===== src/hw/rtl/hcbd_pkg.sv =====
// shared types, byte codes, phase codes and helpers for the chunked body decoder
package hcbd_pkg;

  localparam int unsigned SizeBitsDefault = 32;

  // decoder phases
  localparam logic [2:0] PhWs    = 3'd0;
  localparam logic [2:0] PhHex   = 3'd1;
  localparam logic [2:0] PhExt   = 3'd2;
  localparam logic [2:0] PhLf    = 3'd3;
  localparam logic [2:0] PhData  = 3'd4;
  localparam logic [2:0] PhTail1 = 3'd5;
  localparam logic [2:0] PhTail2 = 3'd6;
  localparam logic [2:0] PhDone  = 3'd7;

  localparam logic [7:0] ByteCr    = 8'h0D;
  localparam logic [7:0] ByteSpace = 8'h20;
  localparam logic [7:0] ByteTab   = 8'h09;
  localparam logic [7:0] ByteFf    = 8'h0C;

  typedef struct packed {
    logic       ok;
    logic [3:0] val;
  } hcbd_hex_t;

  // result of one decode step
  typedef struct packed {
    logic       valid;
    logic [7:0] data;
    logic       last;
  } hcbd_res_t;

  function automatic hcbd_hex_t hex_decode(input logic [7:0] b);
    hcbd_hex_t h;
    h.ok  = 1'b1;
    h.val = 4'd0;
    if (b >= 8'h30 && b <= 8'h39) begin
      h.val = 4'(b - 8'h30);
    end else if (b >= 8'h61 && b <= 8'h66) begin
      h.val = 4'(b - 8'h57);
    end else if (b >= 8'h41 && b <= 8'h46) begin
      h.val = 4'(b - 8'h37);
    end else begin
      h.ok = 1'b0;
    end
    return h;
  endfunction

  function automatic logic is_space(input logic [7:0] b);
    return (b == ByteSpace) || (b >= ByteTab && b <= ByteFf);
  endfunction

endpackage


===== src/hw/rtl/hcbd_step.sv =====
// next-state and result logic for one body byte
module hcbd_step #(
  parameter int unsigned SIZE_BITS = hcbd_pkg::SizeBitsDefault
) (
  input  logic [2:0]           phase_i,
  input  logic [SIZE_BITS-1:0] rem_i,
  input  logic [7:0]           byte_i,
  input  logic                 start_i,
  output logic [2:0]           phase_o,
  output logic [SIZE_BITS-1:0] rem_o,
  output hcbd_pkg::hcbd_res_t  res_o
);
  import hcbd_pkg::*;

  logic [2:0]           phase;
  logic [SIZE_BITS-1:0] rem;
  logic [SIZE_BITS-1:0] rem_acc;
  logic [SIZE_BITS-1:0] rem_dec;
  hcbd_hex_t            hex;
  logic                 is_cr;

  // a start flag restarts the decoder before this byte
  assign phase = start_i ? PhWs : phase_i;
  assign rem   = start_i ? '0 : rem_i;
  assign hex   = hex_decode(byte_i);
  assign is_cr = (byte_i == ByteCr);

  // saturating shift-in of one hex digit
  assign rem_acc = (rem[SIZE_BITS-1 -: 4] != 4'd0) ? '1 : {rem[SIZE_BITS-5:0], hex.val};
  assign rem_dec = (rem != '0) ? rem - SIZE_BITS'(1) : rem;

  always_comb begin
    phase_o = phase;
    rem_o   = rem;
    res_o   = '0;
    unique case (phase)
      PhWs, PhHex, PhExt: begin
        if (is_cr) begin
          if (rem == '0) begin
            phase_o    = PhDone;
            res_o.valid = 1'b1;
            res_o.last  = 1'b1;
          end else begin
            phase_o = PhLf;
          end
        end else if (phase == PhExt) begin
          phase_o = PhExt;
        end else if (phase == PhWs && is_space(byte_i)) begin
          phase_o = PhWs;
        end else if (hex.ok) begin
          rem_o   = rem_acc;
          phase_o = PhHex;
        end else begin
          phase_o = PhExt;
        end
      end
      PhLf: begin
        phase_o = (rem != '0) ? PhData : PhTail1;
      end
      PhData: begin
        res_o.valid = 1'b1;
        res_o.data  = byte_i;
        rem_o       = rem_dec;
        if (rem_dec == '0) begin
          phase_o = PhTail1;
        end
      end
      PhTail1: begin
        phase_o = PhTail2;
      end
      PhTail2: begin
        rem_o   = '0;
        phase_o = PhWs;
      end
      default: begin
        phase_o = PhDone;
      end
    endcase
  end

endmodule


===== src/hw/rtl/http_chunked_body_decoder.sv =====
// top level of the chunked transfer body decoder
//
// usage:
//  - slave side takes the raw body one byte per beat; tuser set on a beat
//    restarts the decoder before that byte (first byte of a new body)
//  - master side gives decoded payload bytes; a beat with tlast set and
//    tdata zero is the end marker from the zero-size chunk line
//  - size lines, chunk extensions and separators give no master beat
// timing:
//  - an accepted beat lands in an input register; the decode step runs on
//    it there and loads the result register, which drives the master beat
//  - one byte per cycle unless the master side stalls; the step is a hex
//    shift-add or a remaining-count decrement plus a small phase update
// reset and stalls:
//  - reset clears both valids and puts the decoder in the leading
//    whitespace phase with a zero size
//  - while the master side stalls, the held result stays put; a byte that
//    gives no result still moves through, and one that does waits
module http_chunked_body_decoder #(
  parameter int unsigned SIZE_BITS = hcbd_pkg::SizeBitsDefault
) (
  input  logic       clk_i,
  input  logic       rst_ni,
  input  logic       s_axis_tvalid_i,
  output logic       s_axis_tready_o,
  input  logic [7:0] s_axis_tdata_i,   // [7:0] data_byte
  input  logic       s_axis_tuser_i,   // [0] body_start
  output logic       m_axis_tvalid_o,
  input  logic       m_axis_tready_i,
  output logic [7:0] m_axis_tdata_o,   // [7:0] out_byte
  output logic       m_axis_tlast_o    // end_of_body
);
  import hcbd_pkg::*;

  // input register
  logic       in_valid_q;
  logic [7:0] in_byte_q;
  logic       in_start_q;

  // decoder state
  logic [2:0]           phase_q;
  logic [2:0]           phase_d;
  logic [SIZE_BITS-1:0] rem_q;
  logic [SIZE_BITS-1:0] rem_d;

  // result register
  logic       out_valid_q;
  logic [7:0] out_byte_q;
  logic       out_last_q;

  hcbd_res_t res;
  logic      out_free;
  logic      advance;
  logic      in_ready;

  hcbd_step #(
    .SIZE_BITS(SIZE_BITS)
  ) u_step (
    .phase_i (phase_q),
    .rem_i   (rem_q),
    .byte_i  (in_byte_q),
    .start_i (in_start_q),
    .phase_o (phase_d),
    .rem_o   (rem_d),
    .res_o   (res)
  );

  // a beat with no result never waits on the master side
  assign out_free = !out_valid_q || m_axis_tready_i;
  assign advance  = in_valid_q && (!res.valid || out_free);
  assign in_ready = !in_valid_q || advance;

  always_ff @(posedge clk_i or negedge rst_ni) begin
    if (!rst_ni) begin
      in_valid_q <= 1'b0;
    end else if (in_ready) begin
      in_valid_q <= s_axis_tvalid_i;
    end
  end

  always_ff @(posedge clk_i) begin
    if (in_ready && s_axis_tvalid_i) begin
      in_byte_q  <= s_axis_tdata_i;
      in_start_q <= s_axis_tuser_i;
    end
  end

  always_ff @(posedge clk_i or negedge rst_ni) begin
    if (!rst_ni) begin
      phase_q <= PhWs;
      rem_q   <= '0;
    end else if (advance) begin
      phase_q <= phase_d;
      rem_q   <= rem_d;
    end
  end

  always_ff @(posedge clk_i or negedge rst_ni) begin
    if (!rst_ni) begin
      out_valid_q <= 1'b0;
    end else if (advance && res.valid) begin
      out_valid_q <= 1'b1;
    end else if (m_axis_tready_i) begin
      out_valid_q <= 1'b0;
    end
  end

  always_ff @(posedge clk_i) begin
    if (advance && res.valid) begin
      out_byte_q <= res.data;
      out_last_q <= res.last;
    end
  end

  assign s_axis_tready_o = in_ready;
  assign m_axis_tvalid_o = out_valid_q;
  assign m_axis_tdata_o  = out_byte_q;
  assign m_axis_tlast_o  = out_last_q;

endmodule


===== config.mk =====
export PLATFORM = sky130hd
export DESIGN_NAME = http_chunked_body_decoder
export DESIGN_NICKNAME = d
export VERILOG_FILES = /design/src/hw/rtl/hcbd_pkg.sv /design/src/hw/rtl/hcbd_step.sv /design/src/hw/rtl/http_chunked_body_decoder.sv
export SDC_FILE = /design/constraint.sdc
export NUM_CORES = 1
export LEC_CHECK = 0
export BUFFER_PORTS_ARGS = -buffer_cell sky130_fd_sc_hd__buf_2
export CORE_MARGIN = 2
export CORE_UTILIZATION = 30
export DETAILED_ROUTE_END_ITERATION = 12
export GPL_TIMING_DRIVEN = 0
export PLACE_DENSITY_LB_ADDON = 0.12
export SKIP_CTS_REPAIR_TIMING = 1
export SLEW_MARGIN = 20
export SYNTH_ARGS = -nofsm -noshare
export SYNTH_HDL_FRONTEND = slang
export SYNTH_SLANG_ARGS = --single-unit

===== constraint.sdc =====
create_clock -name clk_i -period 2.8 [get_ports clk_i]
set_clock_uncertainty 0.2 [all_clocks]
set_input_delay 0.56 -clock clk_i [delete_from_list [all_inputs] [get_ports clk_i]]
set_output_delay 0.56 -clock clk_i [all_outputs]
set_load 0.02 [all_outputs]

==> results of run 1 <==
## logic make-up (layout without fill, tap and decap cells)
family / count (synthesis) / count (layout) / synth area share (%)
flops: 55 / 55 / 35.1
fa+ha+maj: 5 / 5 / 1.50
compound gates: 160 / 160 / 24.7
mux: 2 / 2 / 0.509
buf+inv: 53 / 122 / 5.41
simple gates: 239 / 239 / 31.6
xor+xnor: 6 / 6 / 1.26
## path summary, 6_finish.rpt
kind	slack (ps)	cells after the start	to	startpoint
setup / recovery	-710	8	phase_q[0]	phase_q[0]
hold / removal	180	1	rem_q[10]	rst_ni
setup reg to reg	-710	8	phase_q[0]	phase_q[0]
hold reg to reg	380	2	in_valid_q	in_valid_q
max in group asynchronous	1580	1	rem_q[29]	rst_ni
min in group clk_i	220	1	in_byte_q[7]	s_axis_tdata_i[7]
## critical path, delay by kind of cell, from the launching register on
family / cells / cell delay [ps]
buffers and inverters: 2 / 510
and+or+nand+nor: 4 / 1690
AOI/OAI and AO/OA: 2 / 630
DFF: 1 / 390
## sequential cells by signal, indices dropped and copies added (netlist names)
register	count
in_valid_q	1
rem_q	32
phase_q	3
m_axis_tdata_o	8
m_axis_tlast_o	1
m_axis_tvalid_o	1
in_byte_q	8
in_start_q	1
## Yosys cell counts, drive strengths merged, types with 3 or more instances
| cell | number |
|---|---|
| a22o | 3 |
| o21ai | 57 |
| xnor2 | 6 |
| buf | 10 |
| o31ai | 4 |
| or4 | 9 |
| inv | 9 |
| ha | 5 |
| nand4 | 5 |
| or3 | 11 |
| o211ai | 5 |
| nor2b | 5 |
| o32a | 4 |
| dfrtp | 37 |
| a211oi | 7 |
| nor2 | 60 |
| edfxtp | 18 |
| a31oi | 11 |
| and4 | 4 |
| a21oi | 36 |
| or2 | 3 |
| o21a | 4 |
| a211o | 3 |
| and2 | 11 |
| nand2 | 42 |
| and3 | 4 |
| nor3 | 50 |
| nor4 | 15 |
| clkbuf | 34 |
| nand3 | 10 |
## metrics by stage
step,power [µW],cell area [µm²],utilization (%),TNS [ps]
after floorplan,1710,4240,-,-205
after global placement,2060,4580,33.2,-31680
after detailed placement,2030,4580,33.2,-29660
after CTS,2720,4720,34.3,-31250
after global routing,3250,5780,41.9,-11250
final,3110,5780,41.9,-7440
## power by group through the flow
stage	clock network, µW	registers [µW]	logic (µW)
2_1_floorplan	0	962	749
5_1_grt	722	1020	1510
3_5_place_dp	0	988	1050
3_3_place_gp	0	990	1070
6_report	675	1010	1430
4_1_cts	695	971	1050
## per-layer routing
metal / vias to the layer above / share of wire, % / wire length [µm]
met4: 0 / 3.0 / 530
met2: 253 / 45 / 7900
met3: 42 / 7.9 / 1390
met1: 2327 / 44 / 7740
met5: - / 0 / 0
li1: 2076 / - / -
## area by class of cell
cell class              count  area [µm²]
plain buffers              36         259
clock buffers               5         125
clock inverters             3        21.3
fillers                  1434        8000
inverters                   9        33.8
multi-input cells         412        3060
flip-flops and latches     55        1470
well taps                 180         225
repair buffers             69         574
==> results_dict.tcl, run 1 <==
set metrics [dict create \
    drv_cap 0 \
    period_share_pct 126 \
    clk-insertion-delay-late_ps 310 \
    max_stage_delay_ps 620 \
    area_growth_syn_to_layout_pct 38.1 \
    cts_made_buffers 5 \
    num_vias 4698 \
    p_int_uw 1800 \
    use_met3_pct 5.52 \
    cp_common_cell "clkbuf_1" \
    cts.sink_count 55 \
    die_height_um 122 \
    cp.arrival_ps 3550 \
    boundaryPins 24 \
    relSlewSlack_pct 38.6 \
    portBuffers 23 \
    finalHoldViolCount 0 \
    gr-total-overflow 0 \
    timing.fmax_mhz 285 \
    layout_setup_ws_ps -714 \
    final_nets 606 \
    rows 43 \
    hpwl_um 11600 \
    crit_type "flop to flop" \
    final_cells 769 \
    numPlacedInstances 723 \
    synth_edf_count 18 \
    synthTopCellsByArea "dfrtp_1 22%, edfxtp_1 13%, o21ai_0 6.7%" \
    top_usage_layer "met2" \
    async_flop_share_pct 67.3 \
    syn_area_um2 4180 \
    avgSynthCellArea_um2 8.04 \
    antenna_found_initial 0 \
    cts_max_level 2 \
    grtUsageTotal_pct 22.6 \
    slowest_stage "or4_1" \
    synth_largest_area_cell "dfrtp_1" \
    power.switching_uw 1320 \
    core_um2 13800 \
    drtAntennaViolNets 0 \
    ys_types 72 \
    pwr-share-comb_pct 45.8 \
    finalCriticalPeriod_ps 3510 \
    antennaDiodeCount 0 \
    path_max_fanout 10 \
    drive_gt1_share_pct 34.0 \
    synth_top_flop_cell "dfrtp_1" \
    drt_iter0_markers 594 \
    status "finished, violations left" \
    max-vdd-ir-drop_mv 0.245 \
    grt_max_degree 38 \
    hold_class "input pin to asynchronous set/reset pin" \
    ys_warn_count 0 \
    routed_wl_um 17600 \
    p_per_area_nw_per_um2 539 \
    die_w_um 122 \
    drv_slew 0 \
    layout_common_cells "56 x nor2_1, 40 x nand2_1, 34 x a21oi_1, 34 x buf_4" \
    drc 0 \
    place_ws_ps -1110 \
    grt_pass1_vias 4156 \
    cp-start-kind "flop" \
    cts_tree "built" \
    gp_congestion 0.968 \
    synth_top_area_share_pct 22.1 \
    leakagePower_uw 0.00220 \
    rsz0062_at_grt "yes" \
    hold_ws_ps 179 \
    violations "setup timing" \
    tightest_slew_ps 920 \
    routed_via_density 6.11 \
    synth_cells 520 \
    start_util_pct 30.4 \
    finalSetupViolCount 33 \
    cts-root-buf "clkbuf_16" \
    path_cells "clkbuf_1 > or3_1 > clkbuf_1 > or4_1 > a2111oi_4 > nand3_1 > or4_4 > o31ai_4" \
    met1_usage_pct 31.8 \
    clkPwrFrac_pct 21.7 \
    switching_share_pct 42.3 \
    die-area_um2 14900 \
    grt_pass1_wl_um 25200 \
    met2_usage_pct 33.4 \
    critPathCaptureType "flop" \
    worstPathRequired_ps 2830 \
    synth.yosys.seq_area_share_pct 35.1 \
    clk_pin_slew_ps 80 \
    seq_power_share_pct 32.5 \
    wl_per_cell_um 22.8 \
    firstDrtPassIters 5 \
    clockBufferDepth 2 \
    synth_fp_nets 538 \
    synth-seq-cells 55 \
    final_common_cell "nor2_1" \
]
Note: power is estimated with default switching activity, not from simulation.
==> inputs of run 2 (changes only) <==
--- a/config.mk
+++ b/config.mk
@@ -11,6 +11,7 @@
 export DETAILED_ROUTE_END_ITERATION = 12
 export GPL_TIMING_DRIVEN = 0
 export PLACE_DENSITY_LB_ADDON = 0.12
+export REMOVE_ABC_BUFFERS = 1
 export SKIP_CTS_REPAIR_TIMING = 1
 export SLEW_MARGIN = 20
 export SYNTH_ARGS = -nofsm -noshare
==> results_dict.tcl, run 2 (synthesis gave the netlist of run 1 again) <==
set metrics [dict create \
    drv_cap 0 \
    period_share_pct 120 \
    drv_slew 0 \
    rsz0062_at_grt "yes" \
    startpoint "rem_q[7]" \
    final_common_cell "buf_4" \
    clkPwrFrac_pct 21.0 \
    slowest_stage "or4_4" \
    reg2reg_from "rem_q[7]" \
    relSlewSlack_pct 26.1 \
    core_um2 13800 \
    max-vdd-ir-drop_mv 0.240 \
    cts_made_buffers 5 \
    path_cells "nor4_4 > nand4_1 > a311oi_4 > nand3_2 > mux2i_2 > or4_4 > or4_4 > o31ai_2" \
    area_growth_syn_to_layout_pct 39.8 \
    cp_common_cell "or4_4" \
    multi_input_area_um2 3100 \
    grtUsageTotal_pct 19.1 \
    routed_via_density 5.98 \
    grt_pass1_wl_um 21900 \
    layout_setup_ws_ps -556 \
    gp_congestion 0.905 \
    grt_pass1_vias 3769 \
    switching_share_pct 41.4 \
    die-area_um2 14900 \
    gr-total-overflow 0 \
    timing.fmax_mhz 298 \
    critPathTopFamily "simple AND/OR/NAND/NOR gates" \
    worstPathRequired_ps 2820 \
    place_ws_ps -1960 \
    finalHoldViolCount 0 \
    drt_iter0_markers 666 \
    hpwl_um 9570 \
    clk_pin_slew_ps 70 \
    regMostFlops "rem_q" \
    routed_wl_um 16700 \
    cts.sink_count 55 \
    antenna_found_initial 0 \
    firstDrtPassIters 5 \
    finalCriticalPeriod_ps 3360 \
    cts_max_level 2 \
    clockBufferDepth 2 \
    path_max_fanout 7 \
    violations "setup timing" \
    status "finished, violations left" \
    clk-insertion-delay-late_ps 310 \
    power.switching_uw 1310 \
    die_height_um 122 \
    start_util_pct 30.4 \
    numPlacedInstances 685 \
    critical_path.n_buffers_inverters 0 \
    drive_gt1_share_pct 38.9 \
    rows 43 \
    ff_latch_area_um2 1490 \
    drc 0 \
    critPathCaptureType "flop" \
    crit_type "flop to flop" \
    wl_per_cell_um 21.6 \
    layout_common_cells "69 x buf_4, 52 x nor2_1, 38 x nand2_1" \
    p_per_area_nw_per_um2 539 \
    tightest_slew_ps 1110 \
    largest_reg_flops 32 \
    cp.depth 8 \
    cp.arrival_ps 3380 \
    final_cells 776 \
    final_nets 613 \
    leakagePower_uw 0.00222 \
    power.total_uw 3150 \
    boundaryPins 24 \
    r2r_cells 8 \
    cts_tree "built" \
    max_stage_delay_ps 530 \
    drtAntennaViolNets 0 \
    cts-root-buf "clkbuf_16" \
    pwr-share-comb_pct 45.5 \
    antennaDiodeCount 0 \
    finalSetupViolCount 29 \
    num_vias 4642 \
    grt_max_degree 43 \
    die_w_um 122 \
    p_int_uw 1850 \
    cp-start-kind "flop" \
    hold_class "input pin to asynchronous set/reset pin" \
    fillers 1426 \
    seq_power_share_pct 33.5 \
    portBuffers 23 \
]
-- run 2: area by class of cell --
class / instances / area share [%]
tap: 180 / 3.85
timing repair buffer: 106 / 14.3
timing repair inverter: 1 / 0.0856
clock inverter: 3 / 0.428
multi-input combinational: 417 / 53.0
inverter: 9 / 0.642
sequential: 55 / 25.5
clock buffer: 5 / 2.14
-- run 2: worst register-to-register path, delay by kind of cell, from the launching register on --
kind | cells | cell delay [ps]
AOI/OAI and AO/OA | 2 | 590
DFF | 1 | 480
muxes | 1 | 210
and+or+nand+nor | 5 | 1780
-- run 2: worst paths after layout --
check                          endpoint  slack (ps)
setup / recovery             phase_q[0]        -560
hold / removal                 rem_q[8]         180
setup reg to reg             phase_q[0]        -560
hold reg to reg              in_valid_q         360
max in group asynchronous     rem_q[24]        1600
min in group clk_i         in_byte_q[6]         220
-- run 2: routing by layer --
metal / GRT usage, % / share of wire, %
met1: 26.5 / 44
met2: 29.9 / 47
met3: 4.07 / 7.5
met4: 5.68 / 2.2
met5: 0 / 0
-- run 2: stage by stage --
| step | setup TNS, ps | hold slack [ps] | area, µm² | utilization (%) |
|---|---|---|---|---|
| floorplan | -28390 | 64.4 | 3990 | - |
| global placement | -136640 | 357 | 4330 | 31.4 |
| detailed placement | -66580 | 349 | 4420 | 32.1 |
| CTS | -67810 | 211 | 4570 | 33.2 |
| global route | -7530 | 209 | 5850 | 42.5 |
| finish | -3390 | 180 | 5850 | 42.5 |
-- run 2: power groups by stage --
stage / registers [µW] / logic (µW) / clock network, µW
final: 1050 / 1440 / 662
after global routing: 1060 / 1520 / 714
after global placement: 1060 / 889 / 0
after CTS: 1040 / 910 / 685
after detailed placement: 1050 / 907 / 0
after floorplan: 1010 / 649 / 0
==> inputs of run 3 (changes only) <==
--- a/config.mk
+++ b/config.mk
@@ -16,4 +16,5 @@
 export SLEW_MARGIN = 20
 export SYNTH_ARGS = -nofsm -noshare
 export SYNTH_HDL_FRONTEND = slang
+export SYNTH_HIERARCHICAL = 1
 export SYNTH_SLANG_ARGS = --single-unit
==> results_dict.tcl, run 3 <==
set metrics [dict create \
    status "finished, violations left" \
    violations "setup timing" \
    reg2reg_from "rem_q[5]" \
    core_um2 17800 \
    cp.arrival_ps 2760 \
    ys_top_cells_by_count "80 x nand2_1, 43 x clkbuf_1, 41 x nand2b_1, 41 x nor2_1, 41 x o21ai_0" \
    regMostFlops "rem_q" \
    firstDrtPassIters 6 \
    gr-total-overflow 0 \
    ff_latch_area_um2 1480 \
    die-area_um2 19200 \
    clockBufferDepth 2 \
    cts_made_buffers 5 \
    synth_edf_count 18 \
    pwr-share-comb_pct 51.6 \
    clk_pin_slew_ps 80 \
    period_share_pct 126 \
    num_vias 5870 \
    synth_top_area_share_pct 17.0 \
    layout_common_cells "75 x nand2_1, 43 x buf_4, 41 x nand2b_1" \
    multi_input_area_um2 3970 \
    rows 49 \
    drv_slew 0 \
    finalHoldViolCount 0 \
    start_util_pct 30.4 \
    startpoint "rem_q[9]" \
    power.switching_uw 1670 \
    p_per_area_nw_per_um2 547 \
    switching_share_pct 45.9 \
    worstPathRequired_ps 2040 \
    antennaDiodeCount 0 \
    synth_largest_area_cell "dfrtp_1" \
    critPathCaptureType "primary output" \
    cts_tree "built" \
    antenna_found_initial 0 \
    rsz0062_at_grt "yes" \
    maxUsedRoutingLayer "met4" \
    hold_class "input pin to asynchronous set/reset pin" \
    boundaryPins 24 \
    wirelength_met1_um 9770 \
    route.met2.wl_um 9980 \
    met3_length_um 1110 \
    routed_wl_um 21300 \
    finalSetupViolCount 55 \
    drtAntennaViolNets 0 \
    place_ws_ps -2060 \
    fillers 1822 \
    clk-insertion-delay-late_ps 320 \
    hpwl_um 12900 \
    avgSynthCellArea_um2 7.87 \
    seq_power_share_pct 28.9 \
    grt_pass1_wl_um 30200 \
    numPlacedInstances 878 \
    p_int_uw 1960 \
    cts.sink_count 55 \
    timing.fmax_mhz 284 \
    wl_per_cell_um 22.7 \
    tightest_slew_ps 1020 \
    synth_cells 690 \
    max-vdd-ir-drop_mv 0.344 \
    ys_types 71 \
    drive_gt1_share_pct 26.7 \
    final_nets 729 \
    cp-start-kind "flop" \
    clkPwrFrac_pct 19.5 \
    path_max_fanout 7 \
    final_common_cell "nand2_1" \
    largest_reg_flops 32 \
    drt_iter0_markers 562 \
    die_height_um 139 \
    grt_max_degree 43 \
    crit_type "flop to primary output" \
    yosysMostFrequentCell "nand2_1" \
    routed_via_density 6.24 \
    cts-root-buf "clkbuf_16" \
    post-route-util_pct 37.2 \
    synthTopCellsByArea "dfrtp_1 17%, edfxtp_1 10%, o211ai_2 6.9%" \
    grtUsageTotal_pct 19.3 \
    relSlewSlack_pct 32.2 \
    area_growth_syn_to_layout_pct 22.1 \
    final_cells 940 \
    drv_cap 0 \
    async_flop_share_pct 67.3 \
    drc 0 \
    die_w_um 139 \
    power.total_uw 3630 \
    synth.yosys.seq_area_share_pct 27.0 \
    grt_pass1_vias 5232 \
    layout_setup_ws_ps -722 \
    ys_warn_count 6 \
    gp_congestion 0.909 \
    synth_top_flop_cell "dfrtp_1" \
    finalCriticalPeriod_ps 3520 \
    portBuffers 23 \
    synth-seq-cells 55 \
    syn_area_um2 5430 \
    hold_ws_ps 191 \
    leakagePower_uw 0.00258 \
    cts_max_level 2 \
]
==> run 3: cells by family after synthesis <==
| family | after synthesis | share of synthesized area, % |
|---|---|---|
| simple gates | 310 | 32.2 |
| mux | 4 | 0.737 |
| xor+xnor | 10 | 1.61 |
| compound gates | 222 | 30.3 |
| flops | 55 | 27.0 |
| fa+ha+maj | 6 | 1.38 |
| buf+inv | 83 | 6.77 |
==> run 3: per-stage QoR <==
step	TNS [ps]	area (µm²)
final	-20990	6630
after global routing	-25980	6630
after CTS	-108740	5810
after detailed placement	-106280	5650
after global placement	-266980	5510
after floorplan	-110060	5100
==> run 3: worst max-delay path, stage by stage (launching register included) <==
cell	delay, ps
dfrtp_2	480
nor4_4	450
nand4_1	300
o21ai_4	310
nand2_4	110
nor3_4	230
or2_4	210
buf_16	120
nand3_4	70
buf_6	160
==> run 3: final cells by class <==
| class | count | area share [%] |
|---|---|---|
| inverters | 11 | 1.02 |
| flip-flops and latches | 55 | 22.4 |
| repair buffers | 77 | 9.77 |
| multi-input cells | 558 | 59.9 |
| well taps | 229 | 4.32 |
| clock buffers | 5 | 1.89 |
| clock inverters | 3 | 0.472 |
| repair inverters | 2 | 0.264 |
==> run 3: worst paths after layout <==
| check | to | slack, ps | cells past startpoint |
|---|---|---|---|
| worst min-delay path | rem_q[5] | 190 | 1 |
| worst max-delay path | s_axis_tready_o | -720 | 9 |
| min in group clk_i | in_byte_q[7] | 220 | 1 |
| worst max register to register | phase_q[0] | -570 | 9 |
| worst min register to register | m_axis_tdata_o[5] | 430 | 1 |
| max in group asynchronous | rem_q[21] | 1550 | 1 |
==> run 3: power groups by stage <==
stage	logic, µW	registers (µW)	clock network, µW
2_1_floorplan	1080	999	0
3_3_place_gp	1450	1060	0
3_5_place_dp	1490	1050	0
4_1_cts	1500	1030	728
5_1_grt	1980	1060	752
6_report	1870	1050	708
==> run 3: routing by layer <==
metal  up-vias  GRT usage [%]
li1       2676              -
met1      2949           27.8
met2       205           31.3
met3        40           2.04
met4         0           4.40
met5         -              0
